## src/tdsc_pkg.sv

```systemverilog
// ----------------------------------------------------------------------------
// Tick-driven seconds clock package
// Beat types, request codes and arithmetic constants shared by the clock
// sequencer and its divider.
// ----------------------------------------------------------------------------
package tdsc_pkg;

  localparam int TICK_W = 32;
  localparam int RATE_W = 8;
  localparam int SEC_W  = 28;   // ticks in one second, at most 255e6
  localparam int US_W   = 20;

  localparam logic [US_W-1:0]   US_PER_SECOND = US_W'(1000000);
  localparam logic [RATE_W-1:0] DEFAULT_RATE  = RATE_W'(16);

  localparam logic [1:0] REQ_SET   = 2'd0;
  localparam logic [1:0] REQ_READ  = 2'd1;
  localparam logic [1:0] REQ_TIMER = 2'd2;

  typedef struct packed {
    logic [1:0]        req_type;
    logic [TICK_W-1:0] tick_value;
    logic [TICK_W-1:0] utc_seconds;
  } in_beat_t;

  typedef struct packed {
    logic [TICK_W-1:0] seconds_now;
    logic              clock_valid;
    logic [TICK_W-1:0] us_left;
  } out_beat_t;

  typedef struct packed {
    logic              start;
    logic [TICK_W-1:0] dividend;
    logic [SEC_W-1:0]  divisor;
  } div_req_t;

  typedef struct packed {
    logic              done;
    logic [TICK_W-1:0] quotient;
    logic [SEC_W-1:0]  remainder;
  } div_res_t;

endpackage

```

## src/tdsc_div.sv

```systemverilog
// ----------------------------------------------------------------------------
// Tick-driven seconds clock divider
// Restoring divider, one quotient bit per cycle.
// ----------------------------------------------------------------------------
module tdsc_div
  import tdsc_pkg::*;
(
  input  logic     clk,
  input  logic     rst_n,
  input  div_req_t req,
  output div_res_t res
);

  localparam int CNT_W = $clog2(TICK_W);

  logic              busy_r, busy_nxt;
  logic              done_r, done_nxt;
  logic [CNT_W-1:0]  cnt_r, cnt_nxt;
  logic [SEC_W-1:0]  rem_r, rem_nxt;
  logic [TICK_W-1:0] quo_r, quo_nxt;
  logic [SEC_W-1:0]  dvs_r, dvs_nxt;

  logic [SEC_W:0] trial;
  logic [SEC_W:0] diff;
  logic           ge;

  always_comb begin
    trial = {rem_r, quo_r[TICK_W-1]};
    diff  = trial - {1'b0, dvs_r};
    ge    = (trial >= {1'b0, dvs_r});

    busy_nxt = busy_r;
    done_nxt = 1'b0;
    cnt_nxt  = cnt_r;
    rem_nxt  = rem_r;
    quo_nxt  = quo_r;
    dvs_nxt  = dvs_r;

    if (req.start) begin
      busy_nxt = 1'b1;
      cnt_nxt  = CNT_W'(TICK_W - 1);
      rem_nxt  = '0;
      quo_nxt  = req.dividend;
      dvs_nxt  = req.divisor;
    end else if (busy_r) begin
      // The partial remainder always stays below the divisor.
      rem_nxt = ge ? diff[SEC_W-1:0] : trial[SEC_W-1:0];
      quo_nxt = {quo_r[TICK_W-2:0], ge};
      cnt_nxt = cnt_r - CNT_W'(1);
      if (cnt_r == '0) begin
        busy_nxt = 1'b0;
        done_nxt = 1'b1;
      end
    end
  end

  always_ff @(posedge clk) begin
    if (!rst_n) begin
      busy_r <= 1'b0;
      done_r <= 1'b0;
      cnt_r  <= '0;
    end else begin
      busy_r <= busy_nxt;
      done_r <= done_nxt;
      cnt_r  <= cnt_nxt;
    end
    rem_r <= rem_nxt;
    quo_r <= quo_nxt;
    dvs_r <= dvs_nxt;
  end

  assign res.done      = done_r;
  assign res.quotient  = quo_r;
  assign res.remainder = rem_r;

endmodule

```

## src/tick_driven_seconds_clock_unit.sv

```systemverilog
// Requests: one at a time; the next is taken in the cycle after the
// result is registered, even while that result still waits at the output.
// Reset (synchronous, rst_n low) clears the clock state, the rate register
// goes to 16 ticks per microsecond, and no beats are pending.
// ----------------------------------------------------------------------------
// Tick-driven seconds clock
// Keeps a UTC seconds count against a free-running tick counter using one
// shared iterative divider under a small sequencer.
// ----------------------------------------------------------------------------
module tick_driven_seconds_clock_unit
  import tdsc_pkg::*;
(
  input  logic              clk,
  input  logic              rst_n,
  input  logic              in_valid,
  output logic              in_stall,
  input  in_beat_t          in_data,
  output logic              out_valid,
  input  logic              out_stall,
  output out_beat_t         out_data,
  input  logic              cfg_valid,
  output logic              cfg_ready,
  input  logic [RATE_W-1:0] cfg_data
);

  // The sequencer walks one request through these steps. Dispatch applies a
  // set, sends an unused code to done, or decides if a catch-up division is
  // needed; post forms a read answer or starts a timer's microsecond division.
  typedef enum logic [2:0] {
    S_IDLE,
    S_DISPATCH,
    S_CATCH,
    S_POST,
    S_LEFT,
    S_DONE
  } state_t;

  state_t state_r, state_nxt;

  // Configuration: tick rate, written by the user only while idle; unchecked.
  logic [RATE_W-1:0] tpu_r;

  // Latched request.
  logic [1:0]        req_r, req_nxt;
  logic [TICK_W-1:0] now_r, now_nxt;
  logic [TICK_W-1:0] utc_r, utc_nxt;
  logic [RATE_W-1:0] rate_r, rate_nxt;
  logic [SEC_W-1:0]  sec_r, sec_nxt;

  // Clock state.
  logic [TICK_W-1:0] base_r, base_nxt;
  logic [TICK_W-1:0] elapsed_r, elapsed_nxt;
  logic [TICK_W-1:0] nd_r, nd_nxt;
  logic              valid_r, valid_nxt;

  // Result being built and the output register.
  logic [TICK_W-1:0] secs_r, secs_nxt;
  logic [TICK_W-1:0] left_r, left_nxt;
  logic              out_valid_r, out_valid_nxt;
  out_beat_t         out_data_r, out_data_nxt;

  logic [RATE_W-1:0] rate_sel;
  logic [TICK_W-1:0] over;
  logic [TICK_W-1:0] left_raw;
  logic              need_catch;
  div_req_t          div_req;
  div_res_t          div_res;

  tdsc_div u_div (
    .clk   (clk),
    .rst_n (rst_n),
    .req   (div_req),
    .res   (div_res)
  );

  assign cfg_ready = 1'b1;
  assign in_stall  = (state_r != S_IDLE);
  assign out_valid = out_valid_r;
  assign out_data  = out_data_r;

  // A zero rate register falls back to the default rate.
  assign rate_sel = (tpu_r == '0) ? DEFAULT_RATE : tpu_r;

  // Ticks past the deadline; a set top bit means the deadline is still ahead.
  assign over       = now_r - nd_r;
  assign need_catch = valid_r && !over[TICK_W-1];

  // Rounded-up microseconds: quotient plus one if anything remained.
  assign left_raw = div_res.quotient + TICK_W'(div_res.remainder != '0);

  always_comb begin
    state_nxt     = state_r;
    req_nxt       = req_r;
    now_nxt       = now_r;
    utc_nxt       = utc_r;
    rate_nxt      = rate_r;
    sec_nxt       = sec_r;
    base_nxt      = base_r;
    elapsed_nxt   = elapsed_r;
    nd_nxt        = nd_r;
    valid_nxt     = valid_r;
    secs_nxt      = secs_r;
    left_nxt      = left_r;
    out_valid_nxt = out_valid_r;
    out_data_nxt  = out_data_r;

    div_req.start    = 1'b0;
    div_req.dividend = over;
    div_req.divisor  = sec_r;

    // The output register drains independently of the sequencer.
    if (out_valid_r && !out_stall) begin
      out_valid_nxt = 1'b0;
    end

    case (state_r)
      S_IDLE: begin
        if (in_valid) begin
          req_nxt   = in_data.req_type;
          now_nxt   = in_data.tick_value;
          utc_nxt   = in_data.utc_seconds;
          rate_nxt  = rate_sel;
          sec_nxt   = SEC_W'(US_PER_SECOND) * SEC_W'(rate_sel);
          secs_nxt  = '0;
          left_nxt  = '0;
          state_nxt = S_DISPATCH;
        end
      end

      S_DISPATCH: begin
        case (req_r)
          REQ_SET: begin
            base_nxt    = utc_r;
            elapsed_nxt = '0;
            valid_nxt   = (utc_r != '0);
            nd_nxt      = now_r + TICK_W'(sec_r);
            state_nxt   = S_DONE;
          end
          REQ_READ, REQ_TIMER: begin
            if (need_catch) begin
              div_req.start = 1'b1;
              state_nxt     = S_CATCH;
            end else begin
              state_nxt = S_POST;
            end
          end
          default: begin
            state_nxt = S_DONE;
          end
        endcase
      end

      S_CATCH: begin
        // Seconds passed are quotient plus one. The new deadline is
        // now minus the remainder plus one second, which equals the old
        // deadline advanced by that many whole seconds.
        if (div_res.done) begin
          elapsed_nxt = elapsed_r + div_res.quotient + TICK_W'(1);
          nd_nxt      = now_r - TICK_W'(div_res.remainder) + TICK_W'(sec_r);
          state_nxt   = S_POST;
        end
      end

      S_POST: begin
        if (req_r == REQ_READ) begin
          secs_nxt  = valid_r ? (base_r + elapsed_r) : '0;
          state_nxt = S_DONE;
        end else begin
          div_req.start    = 1'b1;
          div_req.dividend = nd_r - now_r;
          div_req.divisor  = SEC_W'(rate_r);
          state_nxt        = S_LEFT;
        end
      end

      S_LEFT: begin
        if (div_res.done) begin
          left_nxt  = (left_raw == '0) ? TICK_W'(1) : left_raw;
          state_nxt = S_DONE;
        end
      end

      S_DONE: begin
        // Hand over once the output register is free or draining now.
        if (!out_valid_r || !out_stall) begin
          out_valid_nxt            = 1'b1;
          out_data_nxt.seconds_now = secs_r;
          out_data_nxt.clock_valid = valid_r;
          out_data_nxt.us_left     = left_r;
          state_nxt                = S_IDLE;
        end
      end

      default: begin
        state_nxt = S_IDLE;
      end
    endcase
  end

  always_ff @(posedge clk) begin
    if (!rst_n) begin
      state_r     <= S_IDLE;
      tpu_r       <= DEFAULT_RATE;
      base_r      <= '0;
      elapsed_r   <= '0;
      nd_r        <= '0;
      valid_r     <= 1'b0;
      out_valid_r <= 1'b0;
    end else begin
      state_r     <= state_nxt;
      if (cfg_valid && cfg_ready) begin
        tpu_r <= cfg_data;
      end
      base_r      <= base_nxt;
      elapsed_r   <= elapsed_nxt;
      nd_r        <= nd_nxt;
      valid_r     <= valid_nxt;
      out_valid_r <= out_valid_nxt;
    end
    req_r      <= req_nxt;
    now_r      <= now_nxt;
    utc_r      <= utc_nxt;
    rate_r     <= rate_nxt;
    sec_r      <= sec_nxt;
    secs_r     <= secs_nxt;
    left_r     <= left_nxt;
    out_data_r <= out_data_nxt;
  end

endmodule

```

## config.mk

```make
export PLATFORM = sky130hd
export DESIGN_NAME = tick_driven_seconds_clock_unit
export DESIGN_NICKNAME = d
export VERILOG_FILES = /design/src/tdsc_pkg.sv /design/src/tdsc_div.sv /design/src/tick_driven_seconds_clock_unit.sv
export SDC_FILE = /design/constraint.sdc
export NUM_CORES = 1
export LEC_CHECK = 0
export ABC_CLOCK_PERIOD_IN_PS = 10700
export BUFFER_PORTS_ARGS = -buffer_cell sky130_fd_sc_hd__buf_4
export CORE_UTILIZATION = 55
export CTS_BUF_LIST = sky130_fd_sc_hd__clkbuf_16
export DETAILED_ROUTE_END_ITERATION = 7
export PLACE_DENSITY = 0.76
export SKIP_LAST_GASP = 1
export SLEW_MARGIN = 20
export SYNTH_ARGS = -nofsm -noshare
export SYNTH_HDL_FRONTEND = slang
export SYNTH_HIERARCHICAL = 1
export SYNTH_SLANG_ARGS = --single-unit
```

## constraint.sdc

```tcl
create_clock -name clk -period 10.7 [get_ports clk]
set_input_delay 2.14 -clock clk [delete_from_list [all_inputs] [get_ports clk]]
set_output_delay 2.14 -clock clk [all_outputs]
set_load 0.02 [all_outputs]
```

== Word level (Yosys, flattened, before mapping) ==
Cells that the tools add are included.

* $add $sub $neg: 11
* Multiply operators: 1
* Divide/modulo/power cells: 0
* Order comparisons: 1
* Eq/ne operators: 13
* Shifts and indexed selects: 0
* Mux-type cells: 39
* Bitwise logic cells: 3
* Reduce and logical (&&, ||, !) cells: 28

{| class="wikitable"
|+ Operators by type and width
! kind !! count
|-
| 32-bit two-way mux || 11
|-
| 32-bit one-hot mux with 2 select lines || 4
|-
| 32-bit by 28-bit adder with 32-bit output || 2
|-
| 32-bit adder || 2
|-
| 32-bit subtractor || 2
|-
| 61-bit two-way mux || 1
|-
| 60-bit two-way mux || 1
|-
| 32-bit by 1-bit adder with 32-bit output || 1
|-
| 32-bit by 1-bit adder with 32-bit output, second input constant || 1
|-
| 32-bit zero test || 1
|-
| 32-bit nonzero test || 1
|-
| 32-bit by 28-bit subtractor with 32-bit output || 1
|-
| 29-bit by 28-bit greater-or-equal comparator with 1-bit output || 1
|-
| 28-bit two-way mux || 1
|-
| 28-bit nonzero test || 1
|-
| 28-bit subtractor || 1
|-
| 14-bit by 8-bit multiplier with 22-bit output, first input constant || 1
|-
| 3-bit one-hot mux with 6 select lines || 1
|-
| 3-bit two-way mux || 5
|-
| 1-bit two-way mux || 11
|-
| 5-bit two-way mux || 2
|-
| 3-bit AND reduction || 3
|-
| 8-bit zero test || 1
|-
| 8-bit two-way mux || 1
|-
| other kinds (22) || 39
|}

* Bits in registers: 429
* Bits in latches: 0
* Bits in writable memories: 0
* ROM bits: 0
* Input port bits: 79
* Output and inout port bits: 68
* Word-level logic and storage cells: 120
* Memories: 0

== Depth between registers and ports, before layout ==
* Word-level depth: 7
* Gate-level depth with buffers: 22
* Gate-level depth less buffers: 21

== Modules after synthesis ==
The synthesis kept the hierarchy.

{| class="wikitable"
|+ By module, submodules not included
! module !! times used !! cells an instance !! area each (um2) !! sequential area each (um2)
|-
| tick_driven_seconds_clock_unit || 1 || 2579 || 23847.9 || 8848.5
|-
| tdsc_div || 1 || 488 || 5256.3 || 2502.4
|}

== Least setup slack after synthesis ==
OpenSTA, ideal clock, no wires.

* Path kind: register to register
* Start point: register now_r[26]
* End point: register u_div.quo_r[0], enable pin
* Data arrival time: 5.698 ns
* Path slack: 4.614 ns
* Stages on the path, launching flop included: 14
* Buffers on the path: 2
* Clock period less this slack: 6.086 ns
* Path through: edfxtp_1 -> inv_1 -> ha_1 -> clkbuf_1 -> and3_1 -> nand2_1 -> or3b_2 -> o31ai_1 -> xnor2_1 -> nand4_1 -> o21ai_0 -> nor2_1 -> clkbuf_1 -> inv_1

{| class="wikitable"
|+ RTL lines
! what !! line !! RTL
|-
| start: declaration || tick_driven_seconds_clock_unit.sv:45 || <nowiki>logic [TICK_W-1:0] now_r, now_nxt;</nowiki>
|-
| start signal: assignment || tick_driven_seconds_clock_unit.sv:221 || <nowiki>now_r <= now_nxt;</nowiki>
|-
| end signal: assignment || tdsc_div.sv:68 || <nowiki>quo_r <= quo_nxt;</nowiki>
|-
| end: declaration || tdsc_div.sv:20 || <nowiki>logic [TICK_W-1:0] quo_r, quo_nxt;</nowiki>
|}

==> out/summary.txt <==
Status: completed
Starting DRT DRC Count: 2115
Gr ovfl total: 0
Top-count cell post-synth: edfxtp_1
Area leader, netlist: edfxtp_1
LEAKAGE: 13.8 nW
Initial Util: 0.562
R2r endpoint: u_div/quo_r[25]$_DFFE_PP_
Antenna cells: 0
CP Class: reg2reg
Endpoints failing hold: 0
Syn Std Cell Area: 29100 um^2
RePlAce Congestion: 0.951
Setup-failing EPs final: 0
Full die area: 53800 um^2
Die width: 232 um
Vias/cell: 6.08
RSZ-0062 raised after global routing: no
TNS Setup: 0 ps
Synthesized Nets: 3463
GRT Util Overall: 0.294
TritonCTS clock tree: done
Leading post-synthesis cells by cell area: edfxtp_1, ha_1, dfxtp_1
CTS root buffer: clkbuf_16
Clock slew seen by the registers of the worst setup and hold paths: 60 ps
Postcts setup bufs: 0
PD cells: 222 nW/um^2
First-pass GRT wire length: 125 mm
Per-cell routed wire length: 20.6 um
CP Launch Type: flip-flop
Detail Placement HPWL: 60.5 mm
Worst-Margin Slew: 1060 ps
Chip height: 232 um
Worst EP arrival: 6420 ps
Synthesized flop and latch total: 426
Worst Setup End Kind: flip-flop
Post-synth EDFFs: 282
# rows: 83
Slew Limit Headroom: 0.293
Initial antenna violation count: 0
Clock latency on the worst-skew pair: 620 ps
Layout area overhead: 11.0%
Crit-path max FO: 86
Post-synth top cells: edfxtp_1, ha_1, inv_1
Fill count: 4148
Max-slew violations: 0
Number of iterations in the first detailed-routing pass: 8
End of the worst hold path: out_data[23]$_DFFE_PP_
Number of I/O pins: 147
Layout cell share with drive strength beyond 1: 0.0998
Ys async rst share: 0
Largest net degree at the start of global routing: 87
Hold Crit Class: reg2reg
FF-to-FF Start: now_r[1]$_DFFE_PP_
Mean area per synthesized cell: 9.49 um^2
Clock buffer depth: 3
Maximum clock rate: 163 MHz
DRC Markers: 0
Post-Syn Instances: 3067
Port Buf Inserts: 145
Final-stage net count: 3562
Post-CTS resize count: 0
Clk_skew: 39.9 ps
WL final: 80.1 mm
Syn. warnings: 6
CTS H-tree depth: 2
Hold Path Depth: 0
Worst VDD drop: 0.000299 V
Sink Count: 426
Via count: 23600
Required time of the critical path: 10980 ps
Total core area: 51800 um^2
Register area share after synthesis: 0.390
Top cell type's share of synthesized area: 0.291
Vias in the first global route: 22900
Final Cycle Share: 0.574
Max cap viols: 0
TritonCTS buffer count: 47
Clock period minus worst slack: 6140 ps
Number of library cell types mapped by synthesis: 94
R2R Setup Slk: 4560 ps
Cts hold-fix bufs: 0
Reg2reg path depth: 16
Hold path start: left_r[23]$_SDFFCE_PP0P_
Top FF cell, synth: edfxtp_1
Final Power: 7.16 mW
Antenna Nets Post-Route: 0
## report_power, final
group          total [mW]  switching (mW)  internal (mW)  leakage [nW]
combinational        3.27            1.97           1.30          9.17
clock                1.62           0.732          0.890         0.766
sequential           2.27           0.238           2.03          3.82
## per-stage QoR
step                cells   util  worst slack, ps  instance area, um^2  hold slack, ps
floorplan            3067      -             4610                29100             400
global placement     3796  0.593             4930                30700             404
detailed placement   3796  0.593             4710                30700             405
CTS                  3884  0.623             4630                32300             416
global route         3885  0.624             4190                32300             429
finish               3885  0.624             4560                32300             417
## placed cells by master, fill, tap and decap left out, types with 16 or more instances in the layout
cell type | Yosys | final
o21bai_1 | 30 | 30
fa_1 | 45 | 45
nand3_1 | 79 | 78
a211oi_1 | 36 | 36
or3_1 | 20 | 20
dfxtp_1 | 144 | 144
a21o_1 | 95 | 95
buf_4 | 5 | 163
ha_1 | 272 | 272
and2_1 | 33 | 32
nor4_1 | 25 | 25
inv_1 | 267 | 273
a31oi_1 | 22 | 22
xnor2_1 | 117 | 117
edfxtp_1 | 282 | 282
nor2b_1 | 40 | 40
a21boi_0 | 47 | 47
mux2i_1 | 43 | 43
nand2b_1 | 23 | 23
a21oi_1 | 225 | 223
o211ai_1 | 24 | 24
o21ai_0 | 161 | 160
and3_1 | 18 | 17
clkbuf_16 | 0 | 47
xor2_1 | 78 | 78
mux2_2 | 35 | 35
o21a_1 | 35 | 35
nor2_1 | 255 | 255
nand4_1 | 33 | 33
nand2_1 | 237 | 235
o211a_1 | 16 | 16
nor3_1 | 48 | 47
## layout make-up
type / count / area (um^2) / area share
inverters: 267 / 1000 / 0.0310
multi-input cells: 2260 / 16300 / 0.505
well taps: 680 / 851 / 0.0263
flip-flops and latches: 426 / 11400 / 0.351
clock buffers: 47 / 1180 / 0.0364
repair buffers: 164 / 1250 / 0.0387
clock inverters: 41 / 365 / 0.0113
## metal layers
layer / vias up / wire, um / GRT usage
li1: 11200 / - / -
met1: 11400 / 35200 / 0.391
met2: 846 / 37700 / 0.494
met3: 163 / 4700 / 0.0365
met4: 0 / 2510 / 0.0968
met5: - / 0 / 0
## flip-flops by register name, summed over array words and instances, names as in the netlist, 8 cells and up
name	count
left_r	32
base_r	32
u_div/dvs_r	28
now_r	32
utc_r	32
u_div/quo_r	32
rate_r	8
u_div/rem_r	28
tpu_r	8
nd_r	32
sec_r	19
elapsed_r	32
out_data	65
secs_r	32
## worst max path at each step
stage                              startpoint                        end  slack, ps
after floorplan           now_r[26]$_DFFE_PP_   u_div/quo_r[0]$_DFFE_PP_       4610
after global routing       now_r[1]$_DFFE_PP_  u_div/quo_r[29]$_DFFE_PP_       4190
final                      now_r[1]$_DFFE_PP_  u_div/quo_r[25]$_DFFE_PP_       4560
after CTS                  now_r[1]$_DFFE_PP_  u_div/quo_r[29]$_DFFE_PP_       4630
after detailed placement   now_r[1]$_DFFE_PP_  u_div/quo_r[29]$_DFFE_PP_       4710
after global placement     now_r[1]$_DFFE_PP_  u_div/quo_r[28]$_DFFE_PP_       4930
## critical path, stage by stage, from the launching register on
cell and delay (ps):
edfxtp_1 460, inv_1 170, ha_1 270, nor2b_1 140, o21ai_0 150, nand2b_1 140, a21oi_1 290, o31ai_1 220
a211oi_1 550, o31ai_1 210, xnor2_1 460, nand4_1 280, o21ai_4 190, buf_4 790, nor2_1 440, inv_1 610
buf_4 370
## logic make-up (layout without fill, tap and decap cells)
group,after synthesis,in the layout,share of synthesized area
other cells,1,1,0.000129
compound gates,805,805,0.180
fa+ha+maj,317,317,0.148
simple gates,864,864,0.143
flops,426,426,0.390
buf+inv,381,519,0.0520
xor+xnor,195,195,0.0587
mux,78,78,0.0283
Power figures use the tool's default switching activity.
